File: config.mk
export PLATFORM = sky130hd
export DESIGN_NAME = gcfsm_front
export DESIGN_NICKNAME = d
export VERILOG_FILES = /design/src/rtl/gcfsm_pkg.sv /design/src/rtl/gcfsm_front.sv
export SDC_FILE = /design/constraint.sdc
export NUM_CORES = 1
export LEC_CHECK = 0
export ABC_CLOCK_PERIOD_IN_PS = 6200
export BUFFER_PORTS_ARGS = -buffer_cell sky130_fd_sc_hd__buf_2
export CORE_ASPECT_RATIO = 0.9
export CORE_MARGIN = 1.5
export CORE_UTILIZATION = 52
export DETAILED_ROUTE_END_ITERATION = 7
export PLACE_DENSITY = 0.8
export SYNTH_ARGS = -nofsm -noshare
export SYNTH_HDL_FRONTEND = slang
export SYNTH_SLANG_ARGS = --single-unit
File: constraint.sdc
create_clock -name clock -period 6.2 [get_ports clock]
set_input_delay 0.31 -clock clock [delete_from_list [all_inputs] [get_ports clock]]
set_output_delay 0.31 -clock clock [all_outputs]
set_load 0.03 [all_outputs]
File: src/rtl/gcfsm_pkg.sv
// shared types and constants of the glyph cache slot manager
package gcfsm_pkg;

   // opcode values on the request side
   localparam logic OP_LOOKUP = 1'b0;
   localparam logic OP_INSERT = 1'b1;

   // register index decoded from the csr address
   localparam logic REG_MAX_GLYPH_SIZE = 1'b0;
   localparam logic REG_SLOT_LIMIT     = 1'b1;

   localparam logic [7:0] MAX_GLYPH_SIZE_RST = 8'd32;
   localparam logic [8:0] SLOT_LIMIT_RST     = 9'd256;

   // command queue between front and back
   localparam int Q_DEPTH = 2;
   localparam int QP_W    = $clog2(Q_DEPTH);
   localparam int QC_W    = $clog2(Q_DEPTH + 1);

   localparam int TAG_W  = 24;
   localparam int CODE_MAX_W = 16;

   typedef enum logic [2:0] {
      ST_HIT       = 3'd0,
      ST_MISS      = 3'd1,
      ST_STORED    = 3'd2,
      ST_PRESENT   = 3'd3,
      ST_TOO_LARGE = 3'd4
   } status_type;

   typedef enum logic [1:0] {
      CMD_LOOKUP    = 2'd0,
      CMD_INSERT    = 2'd1,
      CMD_TOO_LARGE = 2'd2
   } kind_type;

   typedef struct packed {
      kind_type               kind;
      logic [CODE_MAX_W-1:0]  code;
      logic [TAG_W-1:0]       tag;
   } cmd_type;

endpackage

File: src/rtl/gcfsm_front.sv
// front end: accepts request beats, reduces the code, classifies and queues commands
module gcfsm_front import gcfsm_pkg::*; #(
   parameter int CODES = 65536
) (
   input  logic        clock,
   input  logic        reset,
   input  logic        enable,
   input  logic [7:0]  max_glyph_size,
   input  logic        req_tvalid,
   output logic        req_tready,
   input  logic [39:0] req_tdata,
   input  logic [0:0]  req_tuser,
   output logic        cmd_valid,
   output cmd_type     cmd,
   input  logic        cmd_pop
);
   cmd_type             q_ff [Q_DEPTH];
   logic [QP_W-1:0]     wr_ff, wr_in, rd_ff, rd_in;
   logic [QC_W-1:0]     count_ff, count_in;
   logic                push;
   cmd_type             cls;
   logic [23:0]         rem;

   // code modulo CODES, one conditional subtract per quotient bit
   always_comb begin
      rem = {8'b0, req_tdata[15:0]};
      for (int i = 7; i >= 0; i--) begin
         if (rem >= (24'(CODES) << i)) begin
            rem = rem - (24'(CODES) << i);
         end
      end
      cls.code = rem[15:0];
      cls.tag  = {req_tdata[23:16], req_tdata[31:24], req_tdata[39:32]};
      if (req_tuser[0] == OP_LOOKUP) begin
         cls.kind = CMD_LOOKUP;
      end else if (req_tdata[31:24] > max_glyph_size) begin
         cls.kind = CMD_TOO_LARGE;
      end else begin
         cls.kind = CMD_INSERT;
      end
   end

   assign req_tready = enable && (count_ff != QC_W'(Q_DEPTH));
   assign push       = req_tvalid && req_tready;
   assign cmd_valid  = (count_ff != '0);
   assign cmd        = q_ff[rd_ff];

   always_comb begin
      wr_in    = wr_ff;
      rd_in    = rd_ff;
      count_in = count_ff;
      if (push) begin
         wr_in = (wr_ff == QP_W'(Q_DEPTH - 1)) ? '0 : wr_ff + QP_W'(1);
      end
      if (cmd_pop) begin
         rd_in = (rd_ff == QP_W'(Q_DEPTH - 1)) ? '0 : rd_ff + QP_W'(1);
      end
      case ({push, cmd_pop})
         2'b10:   count_in = count_ff + QC_W'(1);
         2'b01:   count_in = count_ff - QC_W'(1);
         default: count_in = count_ff;
      endcase
   end

   always_ff @(posedge clock) begin
      if (reset) begin
         wr_ff    <= '0;
         rd_ff    <= '0;
         count_ff <= '0;
      end else begin
         wr_ff    <= wr_in;
         rd_ff    <= rd_in;
         count_ff <= count_in;
      end
   end

   always_ff @(posedge clock) begin
      if (push) begin
         q_ff[wr_ff] <= cls;
      end
   end

   a_pop_nonempty: assert property (@(posedge clock) disable iff (reset)
      cmd_pop |-> count_ff != '0)
      else $error("command popped from empty queue");

   a_count_bound: assert property (@(posedge clock) disable iff (reset)
      count_ff <= QC_W'(Q_DEPTH))
      else $error("command queue overfilled");
endmodule

==> results of run 1 <==
==> metal layers <==
layer  wire [microns]  track usage [%]  share of wire (%)
met1             2527            21.17                 44
met2             2809            27.05                 49
met3              335            5.036                5.8
met4               82            6.923                1.4
met5                0                0                  0
==> kinds of logic (layout without fill, tap and decap cells) <==
group | after synthesis | count (layout)
DFF | 89 | 89
muxes | 42 | 42
buffers and inverters | 16 | 126
and+or+nand+nor | 15 | 15
AOI/OAI and AO/OA | 10 | 10
adders and majority gates | 9 | 9
xor gates and xnor gates | 4 | 4
==> metrics by stage <==
step                setup slack (ns)  power [W]  std cells  cell area [sq um]  hold slack [ns]
floorplan                      3.454  0.0008467        185               3460           0.3791
global placement               4.254  0.0009061        369               4065           0.4843
detailed placement             4.262  0.0009126        369               4065           0.5018
CTS                            3.856   0.001296        385               4258           0.1267
global route                   3.789   0.001337        385               4258           0.1316
finish                         3.914   0.001280        385               4258           0.1486
==> where the power goes <==
part / internal, W / switching [W]
clock network: 0.000186 / 0.000197
logic: 0.0000670 / 0.000118
registers: 0.000692 / 0.0000194
==> path summary, 6_finish.rpt <==
kind	depth (start not counted)	to	slack [ns]
max	2	cmd[40]	3.91
max reg2reg	5	count_ff[1]	4.49
min	1	q_ff[1][24]	0.15
min reg2reg	2	count_ff[1]	0.52
==> state kept, by name, summed over array words and instances, names as in the netlist, named ones only <==
name and count:
wr_ff 1, count_ff 2, q_ff 84, rd_ff 1
==> critical path, stage by stage (launching register included) <==
cell and delay (ns):
sky130_fd_sc_hd__dfxtp_2 0.99, sky130_fd_sc_hd__mux2_1 0.41, sky130_fd_sc_hd__buf_2 0.19
==> cells in the mapped netlist (all sizes together) (2+ instances only) <==
master,instances
edfxtp,84
mux2,42
inv,11
ha,9
nor2,7
dfxtp,5
buf,4
o21ai,3
xnor2,3
a21oi,2
==> cell type report <==
class                      instances  area (sq um)  area share, %
clock buffer                       9         123.9          2.909
clock inverter                     7         68.82          1.616
inverter                          11         41.29         0.9697
multi-input combinational         80         787.0          18.48
sequential                        89          2624          61.62
tap                               90         112.6          2.645
timing repair buffer              99         500.5          11.75
==> impl_metrics.xml, run 1 <==
<?xml version="1.0" encoding="UTF-8"?>
<metrics>
  <group name="clock_tree">
    <metric name="path_clk_slew" unit="ns">0.09</metric>
    <metric name="clk_latency" unit="ns">0.34</metric>
    <metric name="numClockSinks" unit="">89</metric>
    <metric name="post_cts.repair.setup_buffers" unit="">0</metric>
    <metric name="tritoncts" unit="">yes</metric>
    <metric name="post_cts_hold_buffer_count" unit="">0</metric>
    <metric name="ctsResizeCount" unit="">0</metric>
    <metric name="clk_path_buf_depth" unit="">2</metric>
    <metric name="htreeDepth" unit="">3</metric>
    <metric name="ctsRootBufferMaster" unit="">sky130_fd_sc_hd__clkbuf_8</metric>
    <metric name="tritoncts.num_buffers" unit="">9</metric>
  </group>
  <group name="timing">
    <metric name="setup-tns-final" unit="ns">0</metric>
    <metric name="final_setup_vio_count" unit="">0</metric>
    <metric name="max_slew.worst_pin.slew" unit="ns">1.018</metric>
    <metric name="slew_violations" unit="">0</metric>
    <metric name="final.min_clock_period" unit="ns">2.286</metric>
    <metric name="clock-skew-final" unit="ns">0.008459</metric>
    <metric name="timing.slew.headroom" unit="%">32.16</metric>
    <metric name="hold_violations" unit="">0</metric>
    <metric name="achievable-frequency" unit="MHz">437.5</metric>
    <metric name="fin_crit_sh" unit="%">36.87</metric>
    <metric name="rsz0062_at_grt" unit="">no</metric>
  </group>
  <group name="placement">
    <metric name="gp_congestion" unit="">0.7345</metric>
    <metric name="io_buffer_count" unit="">97</metric>
    <metric name="hpwl" unit="mm">3.796</metric>
  </group>
  <group name="grt">
    <metric name="grt_first_pass_wirelength" unit="mm">8.645</metric>
    <metric name="grt_antenna_before_repair" unit="">0</metric>
    <metric name="number_of_global_route_vias_before_repair" unit="">1886</metric>
    <metric name="overflow" unit="">0</metric>
    <metric name="groute.usage.overall" unit="%">16.78</metric>
    <metric name="grt_max_degree" unit="">43</metric>
  </group>
  <group name="yosys">
    <metric name="synth_top_family_by_area" unit="">multiplexers</metric>
    <metric name="synth.lib_cells_used.distinct" unit="">26</metric>
    <metric name="proportion_of_netlist_area_held_by_the_largest_area_contributor" unit="%">72.91</metric>
    <metric name="yosysWarningCount" unit="">0</metric>
    <metric name="synth.area.top_cells" unit="">sky130_fd_sc_hd__edfxtp_1, sky130_fd_sc_hd__mux2_1, sky130_fd_sc_hd__ha_1</metric>
    <metric name="multiplexer_fraction_of_the_synthesized_cell_area" unit="%">13.67</metric>
    <metric name="asyncSetResetFlopFracSynth" unit="%">0</metric>
    <metric name="syn_area_per_cell" unit="sq um">18.70</metric>
    <metric name="synth_seq_cells" unit="">89</metric>
    <metric name="postSynthCellCount" unit="">185</metric>
    <metric name="syn_nets" unit="">248</metric>
    <metric name="seq_area_frac_synth" unit="%">75.80</metric>
    <metric name="yosys_most_used_dff" unit="">sky130_fd_sc_hd__edfxtp_1</metric>
    <metric name="synth.largest_area_cell" unit="">sky130_fd_sc_hd__edfxtp_1</metric>
    <metric name="synth_area_in_simple_gates" unit="%">2.423</metric>
    <metric name="post_synth_xor_area_fraction" unit="%">1.013</metric>
    <metric name="post_synth_fa_ha_maj_area_fraction" unit="%">3.255</metric>
    <metric name="post_synth_edffs" unit="">84</metric>
    <metric name="synth_area" unit="sq um">3460</metric>
    <metric name="synth_compound_area_share" unit="%">1.953</metric>
  </group>
  <group name="setup_path">
    <metric name="path_max_fanout" unit="">42</metric>
    <metric name="cp_data_arrival_time" unit="ns">1.98</metric>
    <metric name="worstSetupPathType" unit="">register to output pin</metric>
    <metric name="critical_path.startpoint_type" unit="">register</metric>
    <metric name="end_kind" unit="">output pin</metric>
    <metric name="critical_path_required" unit="ns">5.89</metric>
    <metric name="r2r-start" unit="">count_ff[1]</metric>
  </group>
  <group name="routing">
    <metric name="dr.first_iter.drc_count" unit="">81</metric>
    <metric name="routed_wire_length_per_instance" unit="microns">14.95</metric>
    <metric name="vias" unit="">1897</metric>
    <metric name="route.detailed.drc" unit="">0</metric>
    <metric name="postRouteAntennaNets" unit="">0</metric>
    <metric name="detail_route.first_pass.iterations" unit="">4</metric>
    <metric name="post_drt_via_cell_ratio" unit="">4.927</metric>
    <metric name="post_route_wl" unit="mm">5.754</metric>
  </group>
  <group name="floorplan">
    <metric name="starting_utilization_of_the_core_area" unit="%">53.09</metric>
    <metric name="die-area" unit="sq um">7152</metric>
    <metric name="dieHeight" unit="microns">80.38</metric>
    <metric name="area_of_the_core" unit="sq um">6516</metric>
    <metric name="die_span_x" unit="microns">88.98</metric>
    <metric name="ios" unit="">98</metric>
    <metric name="rows" unit="">28</metric>
  </group>
  <group name="hold_path">
    <metric name="holdCritPathClass" unit="">input pin to register</metric>
    <metric name="hold_crit_start" unit="">req_tdata[0]</metric>
  </group>
  <group name="layout">
    <metric name="share_of_final_layout_standard_cells_stronger_than_drive_strength_1" unit="%">40.68</metric>
    <metric name="num-nets-final" unit="">353</metric>
    <metric name="mostFrequentLayoutCell" unit="">sky130_fd_sc_hd__buf_2</metric>
    <metric name="filler_cell_count" unit="">481</metric>
    <metric name="area_growth_syn_to_layout" unit="%">23.07</metric>
    <metric name="fin_util" unit="%">65.34</metric>
    <metric name="n_antenna_cell" unit="">0</metric>
    <metric name="final_cell_mix" unit="">sky130_fd_sc_hd__buf_2, sky130_fd_sc_hd__edfxtp_1, sky130_fd_sc_hd__mux2_1</metric>
  </group>
  <group name="power_and_ir_drop">
    <metric name="power_density" unit="nW/um^2">300.6</metric>
    <metric name="power.ir.vdd_worst" unit="V">0.0001645</metric>
    <metric name="static-leakage-power" unit="nW">1.651</metric>
  </group>
  <group name="flow_run">
    <metric name="max_cap_viol_count" unit="">0</metric>
  </group>
  <group name="run_status">
    <metric name="status" unit="">complete, no violations</metric>
  </group>
</metrics>
(Power assumes the default switching activity.)
==> inputs of run 2 (changes only) <==
Settings changed: ABC_CLOCK_PERIOD_IN_PS 6200 to 2100, CORE_UTILIZATION 52 to 46, PLACE_DENSITY 0.8 to 0.75.
Clock period 6.2 ns to 2.1 ns, I/O delays scaled along.
==> impl_metrics.xml, run 2 (synthesized netlist as in run 1, its figures left out) <==
<?xml version="1.0" encoding="UTF-8"?>
<metrics>
  <group name="clock_tree">
    <metric name="ctsRootBufferMaster" unit="">sky130_fd_sc_hd__clkbuf_8</metric>
    <metric name="tritoncts.num_buffers" unit="">9</metric>
    <metric name="htreeDepth" unit="">3</metric>
    <metric name="clk_latency" unit="ns">0.35</metric>
    <metric name="tritoncts" unit="">yes</metric>
    <metric name="clk_path_buf_depth" unit="">2</metric>
    <metric name="post_cts.repair.setup_buffers" unit="">0</metric>
    <metric name="numClockSinks" unit="">89</metric>
    <metric name="path_clk_slew" unit="ns">0.08</metric>
  </group>
  <group name="setup_path">
    <metric name="end_kind" unit="">register</metric>
    <metric name="crit_path_max_incr_delay" unit="ns">0.37</metric>
    <metric name="critical_path_required" unit="ns">2.38</metric>
    <metric name="critical_path.startpoint_type" unit="">register</metric>
    <metric name="worstSetupPathType" unit="">register to register</metric>
    <metric name="critical_path.cell_chain" unit="">inv_1 -&gt; o211ai_2 -&gt; ha_1 -&gt; or3_1 -&gt; a21oi_1</metric>
    <metric name="cpMaxStageDelayCell" unit="">sky130_fd_sc_hd__dfxtp_1</metric>
    <metric name="path_max_fanout" unit="">4</metric>
    <metric name="cp_data_arrival_time" unit="ns">1.99</metric>
  </group>
  <group name="layout">
    <metric name="largest_reg_flops" unit="">84</metric>
    <metric name="share_of_final_layout_standard_cells_stronger_than_drive_strength_1" unit="%">36.47</metric>
    <metric name="fin_util" unit="%">65.88</metric>
    <metric name="num-nets-final" unit="">398</metric>
    <metric name="final_cell_mix" unit="">sky130_fd_sc_hd__buf_2, sky130_fd_sc_hd__edfxtp_1, sky130_fd_sc_hd__dlygate4sd3_1</metric>
    <metric name="fin_cells" unit="">433</metric>
    <metric name="mostFrequentLayoutCell" unit="">sky130_fd_sc_hd__buf_2</metric>
    <metric name="n_antenna_cell" unit="">0</metric>
    <metric name="area_growth_syn_to_layout" unit="%">36.13</metric>
    <metric name="layout_top_registers" unit="">q_ff (84), count_ff (2)</metric>
    <metric name="largest-register" unit="">q_ff</metric>
  </group>
  <group name="timing">
    <metric name="achievable-frequency" unit="MHz">583.5</metric>
    <metric name="fin_crit_sh" unit="%">81.61</metric>
    <metric name="hold_violations" unit="">0</metric>
    <metric name="rsz0062_at_grt" unit="">no</metric>
    <metric name="final.min_clock_period" unit="ns">1.714</metric>
    <metric name="slew_violations" unit="">0</metric>
    <metric name="max_slew.worst_pin.slew" unit="ns">0.3991</metric>
    <metric name="clock-skew-final" unit="ns">0.007075</metric>
    <metric name="final_setup_vio_count" unit="">0</metric>
    <metric name="timing.slew.headroom" unit="%">73.32</metric>
  </group>
  <group name="floorplan">
    <metric name="die-area" unit="sq um">8051</metric>
    <metric name="dieHeight" unit="microns">85.27</metric>
    <metric name="ios" unit="">98</metric>
    <metric name="area_of_the_core" unit="sq um">7148</metric>
    <metric name="rows" unit="">29</metric>
    <metric name="starting_utilization_of_the_core_area" unit="%">48.40</metric>
    <metric name="die_span_x" unit="microns">94.42</metric>
  </group>
  <group name="routing">
    <metric name="post_route_wl" unit="mm">6.312</metric>
    <metric name="dr.first_iter.drc_count" unit="">69</metric>
    <metric name="post_drt_via_cell_ratio" unit="">4.758</metric>
    <metric name="vias" unit="">2060</metric>
    <metric name="route.detailed.drc" unit="">0</metric>
    <metric name="postRouteAntennaNets" unit="">0</metric>
    <metric name="routed_wire_length_per_instance" unit="microns">14.58</metric>
    <metric name="detail_route.first_pass.iterations" unit="">4</metric>
  </group>
  <group name="run_status">
    <metric name="status" unit="">complete, no violations</metric>
  </group>
  <group name="grt">
    <metric name="grt_antenna_before_repair" unit="">0</metric>
    <metric name="overflow" unit="">0</metric>
    <metric name="number_of_global_route_vias_before_repair" unit="">2102</metric>
    <metric name="grt_first_pass_wirelength" unit="mm">9.977</metric>
    <metric name="groute.usage.overall" unit="%">16.99</metric>
    <metric name="grt_max_degree" unit="">27</metric>
  </group>
  <group name="power_and_ir_drop">
    <metric name="power.ir.vdd_worst" unit="V">0.0004618</metric>
    <metric name="static-leakage-power" unit="nW">1.844</metric>
    <metric name="power_density" unit="nW/um^2">821.3</metric>
  </group>
  <group name="placement">
    <metric name="gp_congestion" unit="">0.7036</metric>
    <metric name="dp_cells" unit="">376</metric>
    <metric name="io_buffer_count" unit="">97</metric>
    <metric name="hpwl" unit="mm">4.198</metric>
  </group>
  <group name="hold_path">
    <metric name="holdCritPathClass" unit="">input pin to register</metric>
  </group>
  <group name="flow_run">
    <metric name="max_cap_viol_count" unit="">0</metric>
  </group>
</metrics>
==> run 2: cell count changes in the layout (fill, tap and decap cells not counted), sizes merged <==
cell	previous run	this run
buf	99	103
dlygate4sd3	0	41
==> run 2: critical path: cells and delay by family (launching register included) <==
kind	cells	cell delay (ns)
AND/OR/NAND/NOR	1	0.36
buffers and inverters	1	0.08
adder cells (fa/ha/maj)	1	0.34
AO/OA/AOI/OAI	2	0.51
flip-flops	1	0.37
==> run 2: final timing paths <==
check	startpoint	end	slack [ns]	cells after the start
min reg2reg	count_ff[1]	count_ff[1]	0.51	2
max reg2reg	count_ff[1]	count_ff[1]	0.39	5
max	count_ff[1]	count_ff[1]	0.39	5
min	cmd_pop	rd_ff	0.05	3
==> run 2: timing repair <==
item                      in CTS  in global routing
resized for setup              0                  0
hold endpoints to repair      85                  0
hold buffers                  41                  0
==> run 2: report_power, final <==
part / switching, W / total [W] / internal (W)
Clock: 0.000591 / 0.00115 / 0.000558
Combinational: 0.000396 / 0.000650 / 0.000255
Sequential: 0.0000258 / 0.00207 / 0.00204
==> run 2: routing by layer <==
metal	track usage [%]	vias up	wire (microns)
li1	-	1002	-
met2	28.65	66	3147
met5	0	-	0
met3	4.122	7	343
met1	20.80	985	2722
met4	7.327	0	98
==> run 2: layout make-up <==
type,instances,area [sq um]
Clock buffer,9,123.9
Clock inverter,7,76.32
Fill cell,532,2439
Inverter,11,41.29
Multi-Input combinational cell,80,787.0
Sequential cell,89,2624
Tap cell,93,116.4
Timing Repair Buffer,144,940.9
==> run 2: per-stage QoR <==
stage                     hold WS [ns]  TNS, ns  total power (W)  area (sq um)  setup WS (ns)
after detailed placement        0.2963        0         0.002706          4099         0.3810
after floorplan                 0.1741   -54.30         0.002500          3460        -0.6465
after global routing           0.06458        0         0.004037          4710         0.2623
final                          0.04690        0         0.003868          4710         0.3862
after CTS                      0.02899        0         0.003915          4710         0.3676
after global placement          0.2929        0         0.002690          4099         0.4968
